===== config.mk =====
export PLATFORM = sky130hd
export DESIGN_NAME = retransmit_queue_table
export DESIGN_NICKNAME = d
export VERILOG_FILES = /design/src/rtl/rqt_pkg.sv /design/src/rtl/rqt_store.sv /design/src/rtl/rqt_cmp.sv /design/src/rtl/retransmit_queue_table.sv
export SDC_FILE = /design/constraint.sdc
export NUM_CORES = 2
export LEC_CHECK = 0
export ABC_AREA = 0
export ABC_CLOCK_PERIOD_IN_PS = 10700
export BUFFER_PORTS_ARGS = -buffer_cell sky130_fd_sc_hd__buf_2
export CAP_MARGIN = 10
export CORE_MARGIN = 2
export CORE_UTILIZATION = 61
export DETAILED_ROUTE_END_ITERATION = 8
export GPL_TIMING_DRIVEN = 0
export PLACE_DENSITY = 0.85
export SYNTH_ARGS = -nofsm -noshare
export SYNTH_HDL_FRONTEND = slang
export SYNTH_SLANG_ARGS = --single-unit

===== constraint.sdc =====
create_clock -name clk -period 10.7 [get_ports clk]
set_clock_uncertainty 0.2 [all_clocks]
set_input_delay 0.535 -clock clk [delete_from_list [all_inputs] [get_ports clk]]
set_output_delay 0.535 -clock clk [all_outputs]
set_load 0.005 [all_outputs]

===== src/rtl/rqt_pkg.sv =====
// Shared types and constants for the retransmit queue table.
package rqt_pkg;

  localparam int DEPTH    = 16;
  localparam int TAG_BITS = 16;
  localparam int IDX_W    = $clog2(DEPTH);
  localparam int CNT_W    = $clog2(DEPTH + 1);
  localparam int PADDR_W  = 3;

  localparam logic [PADDR_W-3:0] REG_TIMEOUT = '0;
  localparam logic [31:0]        TIMEOUT_RST = 32'd1000;

  typedef enum logic [1:0] {
    OP_ADD     = 2'd0,
    OP_REMOVE  = 2'd1,
    OP_FIND    = 2'd2,
    OP_TIMEOUT = 2'd3
  } opcode_t;

  typedef enum logic [1:0] {
    ST_OK   = 2'd0,
    ST_FULL = 2'd1,
    ST_NONE = 2'd2
  } status_t;

  typedef enum logic [1:0] {
    S_IDLE,
    S_SCAN,
    S_SHIFT,
    S_DONE
  } state_t;

  typedef struct packed {
    opcode_t     opcode;
    logic [31:0] seq_number;
    logic [31:0] send_time;
    logic [31:0] current_time;
    logic [15:0] entry_tag;
  } in_item_t;

  typedef struct packed {
    status_t     status;
    logic [31:0] out_seq;
    logic [31:0] out_time;
    logic [15:0] out_tag;
    logic [4:0]  entries_held;
  } out_item_t;

  typedef struct packed {
    logic [31:0]         seq;
    logic [31:0]         stime;
    logic [TAG_BITS-1:0] tag;
  } entry_t;

  typedef struct packed {
    logic             wr_en;
    logic [IDX_W-1:0] wr_addr;
    logic             rd_en;
    logic [IDX_W-1:0] rd_addr;
  } mem_req_t;

endpackage


===== src/rtl/rqt_store.sv =====
// Entry memory: one write port, one registered read port.
module rqt_store
  import rqt_pkg::*;
(
  input  logic     clk,
  input  mem_req_t req,
  input  entry_t   wr_data,
  output entry_t   rd_data
);

  entry_t mem [DEPTH];
  entry_t rd_data_r;

  always_ff @(posedge clk) begin
    if (req.wr_en) begin
      mem[req.wr_addr] <= wr_data;
    end
    if (req.rd_en) begin
      rd_data_r <= mem[req.rd_addr];
    end
  end

  assign rd_data = rd_data_r;

endmodule


===== src/rtl/rqt_cmp.sv =====
// Shared compare unit: sequence match or wrapped age against the timeout.
module rqt_cmp
  import rqt_pkg::*;
(
  input  logic        age_mode,
  input  logic [31:0] key_seq,
  input  logic [31:0] now,
  input  logic [31:0] timeout_ticks,
  input  entry_t      entry,
  output logic        hit
);

  logic [31:0] age;

  // modulo 2^32 difference, so a wrapped clock still gives the right age
  assign age = now - entry.stime;
  assign hit = age_mode ? (age >= timeout_ticks) : (entry.seq == key_seq);

endmodule


===== src/rtl/retransmit_queue_table.sv =====
// Top level of the retransmit queue table: sequencer, registers and ports.
//
// Holds up to DEPTH unacknowledged packets (sequence, send time, tag) in
// insertion order. One input item carries an opcode: add, remove by
// sequence, find by sequence or timeout check. Every item gives exactly one
// result item with a status, the entry concerned and the fill level after it.
// Both channels use valid/stall; an item moves when valid is high and stall
// low. in_stall is high whenever an item is in work, one item at a time.
// An add, a full add or any operation on an empty table goes straight to
// the done state. Find, remove and timeout walk the entries one per cycle
// through the single memory read port and the shared compare unit, and
// stop at the first entry that decides, or after the last one on a miss.
// A remove that hits before the last entry then moves each later entry
// down one slot, one per cycle over the same read port. The next item is
// taken in the cycle after the result loads.
// A stalled result holds in the output register; a finished item waits in
// the done state until that register frees, and the next item is taken then.
// Reset (synchronous, rst_n low) empties the table and sets timeout_ticks to
// 1000; the memory itself is not cleared. timeout_ticks sits at APB address
// 0 and should be written only while the block is idle.
module retransmit_queue_table
  import rqt_pkg::*;
(
  input  logic               clk,
  input  logic               rst_n,
  // item input
  input  logic               in_valid,
  output logic               in_stall,
  input  in_item_t           in_data,
  // result output
  output logic               out_valid,
  input  logic               out_stall,
  output out_item_t          out_data,
  // configuration
  input  logic               psel,
  input  logic               penable,
  input  logic               pwrite,
  input  logic [PADDR_W-1:0] paddr,
  input  logic [31:0]        pwdata,
  output logic [31:0]        prdata,
  output logic               pready
);

  state_t state_r, state_nxt;

  opcode_t     op_r, op_nxt;
  logic [31:0] key_r, key_nxt;
  logic [31:0] now_r, now_nxt;
  logic [31:0] tmo_r;

  logic [CNT_W-1:0] count_r, count_nxt;
  logic [CNT_W-1:0] idx_r, idx_nxt;
  logic             pend_r, pend_nxt;
  logic [CNT_W-1:0] pend_idx_r, pend_idx_nxt;
  logic [CNT_W-1:0] last_idx;

  status_t res_status_r, res_status_nxt;
  entry_t  res_entry_r, res_entry_nxt;

  out_item_t out_r, out_nxt;
  logic      out_valid_r, out_valid_nxt;

  mem_req_t req;
  entry_t   wr_data;
  entry_t   rd_data;
  logic     hit;
  logic     slot_free;
  logic     in_take;

  // ---------------------------------------------------------------
  // APB register: timeout_ticks
  // ---------------------------------------------------------------
  assign pready = 1'b1;
  assign prdata = (paddr[PADDR_W-1:2] == REG_TIMEOUT) ? tmo_r : '0;

  always_ff @(posedge clk) begin
    if (!rst_n) begin
      tmo_r <= TIMEOUT_RST;
    end else if (psel && penable && pwrite && pready &&
                 paddr[PADDR_W-1:2] == REG_TIMEOUT) begin
      tmo_r <= pwdata;
    end
  end

  // ---------------------------------------------------------------
  // Entry memory and shared compare unit
  // ---------------------------------------------------------------
  rqt_store u_store (
    .clk     (clk),
    .req     (req),
    .wr_data (wr_data),
    .rd_data (rd_data)
  );

  rqt_cmp u_cmp (
    .age_mode      (op_r == OP_TIMEOUT),
    .key_seq       (key_r),
    .now           (now_r),
    .timeout_ticks (tmo_r),
    .entry         (rd_data),
    .hit           (hit)
  );

  assign last_idx  = count_r - CNT_W'(1);
  assign slot_free = !out_valid_r || !out_stall;
  assign in_take   = in_valid && (state_r == S_IDLE);
  assign in_stall  = (state_r != S_IDLE);
  assign out_valid = out_valid_r;
  assign out_data  = out_r;

  // ---------------------------------------------------------------
  // Next state
  // ---------------------------------------------------------------
  always_comb begin
    state_nxt = state_r;
    unique case (state_r)
      S_IDLE: begin
        if (in_valid) begin
          if (in_data.opcode == OP_ADD || count_r == '0) begin
            state_nxt = S_DONE;
          end else begin
            state_nxt = S_SCAN;
          end
        end
      end
      S_SCAN: begin
        if (pend_r && hit) begin
          if (op_r == OP_REMOVE && pend_idx_r != last_idx) begin
            state_nxt = S_SHIFT;
          end else begin
            state_nxt = S_DONE;
          end
        end else if (pend_r && pend_idx_r == last_idx) begin
          state_nxt = S_DONE;
        end
      end
      S_SHIFT: begin
        if (pend_r && pend_idx_r == last_idx) begin
          state_nxt = S_DONE;
        end
      end
      S_DONE: begin
        if (slot_free) begin
          state_nxt = S_IDLE;
        end
      end
      default: state_nxt = S_IDLE;
    endcase
  end

  // ---------------------------------------------------------------
  // Datapath and memory control
  // ---------------------------------------------------------------
  always_comb begin
    op_nxt         = op_r;
    key_nxt        = key_r;
    now_nxt        = now_r;
    count_nxt      = count_r;
    idx_nxt        = idx_r;
    pend_nxt       = 1'b0;
    pend_idx_nxt   = pend_idx_r;
    res_status_nxt = res_status_r;
    res_entry_nxt  = res_entry_r;
    out_nxt        = out_r;
    out_valid_nxt  = out_valid_r && out_stall;
    req            = '0;
    wr_data        = rd_data;

    unique case (state_r)
      S_IDLE: begin
        if (in_take) begin
          op_nxt         = in_data.opcode;
          key_nxt        = in_data.seq_number;
          now_nxt        = in_data.current_time;
          idx_nxt        = '0;
          res_entry_nxt  = '0;
          res_status_nxt = ST_NONE;
          if (in_data.opcode == OP_ADD) begin
            if (count_r == CNT_W'(DEPTH)) begin
              res_status_nxt = ST_FULL;
            end else begin
              wr_data.seq    = in_data.seq_number;
              wr_data.stime  = in_data.send_time;
              wr_data.tag    = TAG_BITS'(in_data.entry_tag);
              req.wr_en      = 1'b1;
              req.wr_addr    = count_r[IDX_W-1:0];
              count_nxt      = count_r + CNT_W'(1);
              res_status_nxt = ST_OK;
              res_entry_nxt  = wr_data;
            end
          end
        end
      end
      S_SCAN: begin
        // one read issued per cycle, compared the cycle after
        if (idx_r < count_r) begin
          req.rd_en    = 1'b1;
          req.rd_addr  = idx_r[IDX_W-1:0];
          idx_nxt      = idx_r + CNT_W'(1);
          pend_nxt     = 1'b1;
          pend_idx_nxt = idx_r;
        end
        if (pend_r && hit) begin
          res_status_nxt = ST_OK;
          res_entry_nxt  = rd_data;
          pend_nxt       = 1'b0;
          if (op_r == OP_REMOVE) begin
            if (pend_idx_r == last_idx) begin
              count_nxt = count_r - CNT_W'(1);
            end else begin
              idx_nxt = pend_idx_r + CNT_W'(1);
            end
          end
        end else if (pend_r && pend_idx_r == last_idx) begin
          res_status_nxt = ST_NONE;
          res_entry_nxt  = '0;
        end
      end
      S_SHIFT: begin
        // read slot j, write it into slot j-1 next cycle
        if (idx_r < count_r) begin
          req.rd_en    = 1'b1;
          req.rd_addr  = idx_r[IDX_W-1:0];
          idx_nxt      = idx_r + CNT_W'(1);
          pend_nxt     = 1'b1;
          pend_idx_nxt = idx_r;
        end
        if (pend_r) begin
          req.wr_en   = 1'b1;
          req.wr_addr = IDX_W'(pend_idx_r - CNT_W'(1));
          if (pend_idx_r == last_idx) begin
            count_nxt = count_r - CNT_W'(1);
          end
        end
      end
      S_DONE: begin
        if (slot_free) begin
          out_valid_nxt        = 1'b1;
          out_nxt.status       = res_status_r;
          out_nxt.out_seq      = res_entry_r.seq;
          out_nxt.out_time     = res_entry_r.stime;
          out_nxt.out_tag      = 16'(res_entry_r.tag);
          out_nxt.entries_held = 5'(count_r);
        end
      end
      default: begin
        pend_nxt = 1'b0;
      end
    endcase
  end

  // ---------------------------------------------------------------
  // Registers
  // ---------------------------------------------------------------
  always_ff @(posedge clk) begin
    if (!rst_n) begin
      state_r     <= S_IDLE;
      count_r     <= '0;
      pend_r      <= 1'b0;
      out_valid_r <= 1'b0;
    end else begin
      state_r     <= state_nxt;
      count_r     <= count_nxt;
      pend_r      <= pend_nxt;
      out_valid_r <= out_valid_nxt;
    end
  end

  always_ff @(posedge clk) begin
    op_r         <= op_nxt;
    key_r        <= key_nxt;
    now_r        <= now_nxt;
    idx_r        <= idx_nxt;
    pend_idx_r   <= pend_idx_nxt;
    res_status_r <= res_status_nxt;
    res_entry_r  <= res_entry_nxt;
    out_r        <= out_nxt;
  end

endmodule


# After elaboration in Yosys (flattened, before gate mapping)
# Memory sizes are Yosys's and may differ from the RTL's. A register that Yosys moved wholly into a read port is not among the register bits.
# Cells that the tools add are included.
# classes
order_cmp,2
add_sub_neg,6
n_reduce_logical,26
eq_ne,18
bitwise,1
n_mux,53
# op_table
op,n
$mux W80,9
$pmux W80 S2,1
$mux W5,18
$eq A32 B32 Y1,1
$ge A32 B32 Y1,1
$mux W32,1
$sub A32 B32 Y32,1
$pmux W5 S3,2
$mux W2,9
$add A5 B1 Y5 const B,3
$ne A2 B2 Y1 const B,7
$pmux W5 S2,1
$reduce_and A2 Y1,5
$mux W1,9
$logic_and A1 B1 Y1,8
$pmux W2 S4,1
$reduce_and A7 Y1,1
$eq A2 B2 Y1 const B,3
$eq A5 B5 Y1,1
$eq A5 B5 Y1 const B,1
$logic_not A5 Y1,1
$lt A5 B5 Y1,1
$ne A5 B5 Y1,1
$sub A5 B1 Y5 const B,1
14 further kinds,19
# word_totals
wordCells,126
register_bits,286
mem_count,1
mem_bits_rw,1280
# memory_table
name,words,width,read_ports,rd_ports_with_merged_regs,write_ports,line_no,text
u_store.mem,16,80,1,1,1,rqt_store.sv:11,entry_t mem [DEPTH];

# Logic depth before layout (Yosys ltp)
# logic_depth
word_depth,7
mapped_depth,24

# Modules after synthesis
# From an unflattened synthesis, not the netlist that was laid out.
# unflattened
cells_unflattened,3247
area_unflattened_um2,64770.9
# by_module_without_submodules
module,area_each_um2,n_inst,seq_area_each_um2,cells_each
rqt_store,50223.2,1,40839.2,2054
retransmit_queue_table,11716.2,1,8177.8,786
rqt_cmp,2831.5,1,0.0,407

# Worst setup path before layout
# OpenSTA, ideal clock, no wires.
# synth_timing
path_type,register to register
from,register now_r[0]
to,"register res_entry_r[0] (netlist name), enable pin"
required_time_ns,9.943
path_slack_ns,2.127
period_less_slack_ns,8.573
path_stages_with_launch,21
setup_time_ns,0.557
t_arrival_ns,7.816
path_buffers,0
path_cell_list,edfxtp_1 > inv_1 > ha_1 > inv_1 > fa_1 > a21o_1 > a221oi_2 > o211ai_1 > a311o_1 > a41oi_2 > o21ai_2 > a211o_1 > a21oi_2 > xnor2_1 > ha_1 > nand4_1 > nor4_1 > o21ai_0 > a21oi_1 > nor2_1 > a22oi_1
# synth_via
elab_chain_cells,6
# synth_rtl
item,line_no,text
from (decl),retransmit_queue_table.sv:48,"logic [31:0] now_r, now_nxt;"
from (signal assigned),retransmit_queue_table.sv:272,now_r <= now_nxt;
$sub A32 B32 Y32,rqt_cmp.sv:16,assign age = now - entry.stime;
$ge A32 B32 Y1,rqt_cmp.sv:17,assign hit = age_mode ? (age >= timeout_ticks) : (entry.seq == key_seq);
$mux W1,rqt_cmp.sv:17,
$logic_and A1 B1 Y1,retransmit_queue_table.sv:203,if (pend_r && hit) begin
$ne A3 B3 Y1 (no line),--,
$reduce_and A3 Y1 (no line),--,
to (signal assigned),retransmit_queue_table.sv:276,res_entry_r <= res_entry_nxt;
to (decl),retransmit_queue_table.sv:58,"entry_t res_entry_r, res_entry_nxt;"
# Every way passes these cells.
# A chain may end at the register's enable or synchronous reset.

==> results.cfg <==
[logic_synthesis]
ys_async_sr_fraction = 0
yosysMostFrequentCell = edfxtp_1
synth_top_family_by_area = multiplexers
yosys.area_share.adder = 0.0149
netlist_instances = 4164
synth_largest_area_cell = edfxtp_1
yosys_warnings = 0
synth_compound_area_frac = 0.0756
yosys.area_share.simple = 0.0564
synth_seq_area_share = 0.735
synth-seq-cells = 1646
syn_area_um2 = 66700
syn_nets = 4399
yosys-top-cells-count = edfxtp_1, nand2_1, nor2_1, a21oi_1, clkbuf_1
synth_edf_count = 1605
synth.avg_cell_area_um2 = 16.0
synthMuxAreaShare = 0.0880
yosysUniqueCellTypes = 70
synth_top_cells_by_area = edfxtp_1, mux4_2, nand2_1
synth_flop_cell = edfxtp_1
synth_top_cell_area_share = 0.722
synth-xor-area-share = 0.0105

[power]
p_per_area_nw_per_um2 = 271
peakVddDrop_uv = 284
p_leak_uw = 0.0272
power.total_uw = 21200

[place]
pre_cts_ws_ps = 2940
dpl-instance-area_um2 = 71500
place_congestion = 0.924
dp.cells = 5924
dpl.hpwl_mm = 129
io_buffers = 272

[global_route]
grt_pass1_wl_mm = 294
antenna_found_initial = 13
grt_pass1_vias = 44300
grt_max_degree = 91
grt_usage = 0.368
overflow = 0

[floorplan]
row_count = 121
die_y_um = 335
die_area_um2 = 112000
initial_utilization = 0.614
io_pins = 278
chipWidth_um = 335
core-area_um2 = 109000

[timing]
final.min_clock_period_ps = 8400
tightest_slew_ps = 1420
finalCritPeriodShare = 0.785
fmax_mhz = 119
slew_viol_final = 0
slew_headroom = 0.0548
final.setup.tns_ps = 0
setup_viol = 0
setup_slack_ps = 2300
rsz0062_at_grt = false
hold_viol = 0

[finish]
stdcell_area_um2 = 78100
final_cells = 6366
area_growth_pct = 17.1
nets = 5048
fillers = 5905
drive_gt1_frac = 0.185

[route]
avgRoutedWirePerCell_um = 32.7
vias_per_cell = 7.05
drc = 1
vias = 44900
wirelength_mm = 208
drt_iter0_drc = 8424
dr.pass1.iters = 9
ant_nets = 0

[clock_network]
cts-root-buf = clkbuf_16
clockBufferDepth = 3
cts_buffers = 158
cts_tree = done
clk_pin_slew_ps = 70
postCtsSetupRepairBufs = 0
clkLatencyLatePin_ps = 820
htree_levels = 4
cts_resized = 0
clkSinkCount = 1646

[setup_path]
required_ps = 11090
crit_path_start_kind = register
endpoint_kind = register
critPathKind = register to register
path_max_fanout = 12
critPathArrivalTime_ps = 8790

[run]
maxCapViolCount = 0

[status]
outcome = complete, but fails checks
violations = DRC

[hold_path]
hold_path.class = input port to register
## path summary, 6_finish.rpt
kind	to	from	depth (start not counted)	slack [ps]
setup / recovery	res_entry_r[25]$_DFFE_PP_	u_store.rd_data[16]$_DFFE_PP_	21	2300
hold / removal	res_entry_r[16]$_DFFE_PP_	in_data[48]	2	60
setup reg to reg	res_entry_r[25]$_DFFE_PP_	u_store.rd_data[16]$_DFFE_PP_	21	2300
hold reg to reg	out_data[9]$_DFFE_PP_	res_entry_r[4]$_DFFE_PP_	0	200
## layout by cell type (no fill, tap or decap), types with 39 or more instances in the layout
master / Yosys / routed
nor2_1: 342 / 327
buf_12: 0 / 41
dfxtp_1: 41 / 41
mux4_2: 160 / 160
edfxtp_1: 1605 / 1605
dlygate4sd3_1: 0 / 137
a31oi_1: 114 / 114
mux2i_1: 132 / 132
nand2_1: 472 / 472
ha_1: 78 / 78
a22o_1: 80 / 80
a21oi_1: 249 / 249
clkbuf_16: 0 / 159
inv_1: 86 / 85
mux2_2: 84 / 84
a221oi_1: 51 / 51
clkbuf_1: 194 / 222
nor3_1: 40 / 39
a211oi_1: 52 / 52
xor2_1: 46 / 46
buf_2: 19 / 291
## where the power goes
group,leakage (uW),switching [uW],total [uW],internal (uW)
sequential,0.0149,309,8810,8500
combinational,0.00980,4620,6660,2040
clock,0.00250,2490,5700,3210
## cell type report
| cell class | count | area (um2) | area share |
|---|---|---|---|
| antenna | 13 | 32.5 | 0.000416 |
| tap | 1414 | 1770 | 0.0226 |
| buffer | 242 | 986 | 0.0126 |
| sequential | 1646 | 49000 | 0.627 |
| multi-input combinational | 2189 | 16500 | 0.211 |
| inverter | 87 | 334 | 0.00428 |
| timing repair buffer | 489 | 4330 | 0.0554 |
| clock inverter | 97 | 1060 | 0.0136 |
| clock buffer | 189 | 4100 | 0.0525 |
## per-stage QoR
step | utilization | hold slack [ps]
after detailed placement | 0.657 | 205
after global routing | 0.719 | 39.4
final | 0.719 | 56.0
after global placement | 0.643 | 201
after floorplan | - | 200
after CTS | 0.718 | 5.20
## logic make-up (layout without fill, tap and decap cells)
| group | count (synthesis) | count (layout) |
|---|---|---|
| flip-flops | 1646 | 1646 |
| AND/OR/NAND/NOR | 929 | 929 |
| AO/OA/AOI/OAI | 724 | 724 |
| multiplexers | 376 | 376 |
| buffers and inverters | 329 | 1104 |
| XOR/XNOR | 80 | 80 |
| adder cells (fa/ha/maj) | 79 | 79 |
| other | 1 | 14 |
## timing repair
| item | 4_1_cts | 5_1_grt |
|---|---|---|
| hold endpoints to repair | 162 | 0 |
| endpoints found under the setup margin | 0 | 0 |
| hold buffers | 137 | 0 |
## worst max-delay path, stage by stage, from the launching register on
cell      delay [ps]
edfxtp_1         680
ha_1             290
inv_1             60
fa_1             410
a21o_1           200
a221oi_2         400
o211ai_1         250
a311o_1          390
a41oi_2          280
o21ai_2          120
a211o_1          280
a21oi_2          150
xnor2_1           80
ha_1             290
nand4_1          190
nor4_1           550
o21ai_0          220
a21oi_1          320
and2_1           170
clkbuf_1        1030
clkbuf_1        1080
a22o_1           510
## sequential cells by signal (all words and copies together) (netlist names)
| name | count |
|---|---|
| u_store.mem | 1280 |
| out_valid | 1 |
| u_store.rd_data | 80 |
| state_r | 2 |
| idx_r | 5 |
| res_status_r | 2 |
| pend_idx_r | 5 |
| op_r | 2 |
| key_r | 32 |
| count_r | 5 |
| tmo_r | 32 |
| now_r | 32 |
| out_data | 87 |
| res_entry_r | 80 |
| pend_r | 1 |
## per-layer routing
metal  track usage  part of all wire  up-vias
met5       0.00912           0.00017        -
met4         0.229             0.075        6
met3         0.136              0.16     1115
li1              -                 -    17400
met2         0.554              0.44     4844
met1         0.454              0.32    21500
Power figures use the tool's default switching activity.
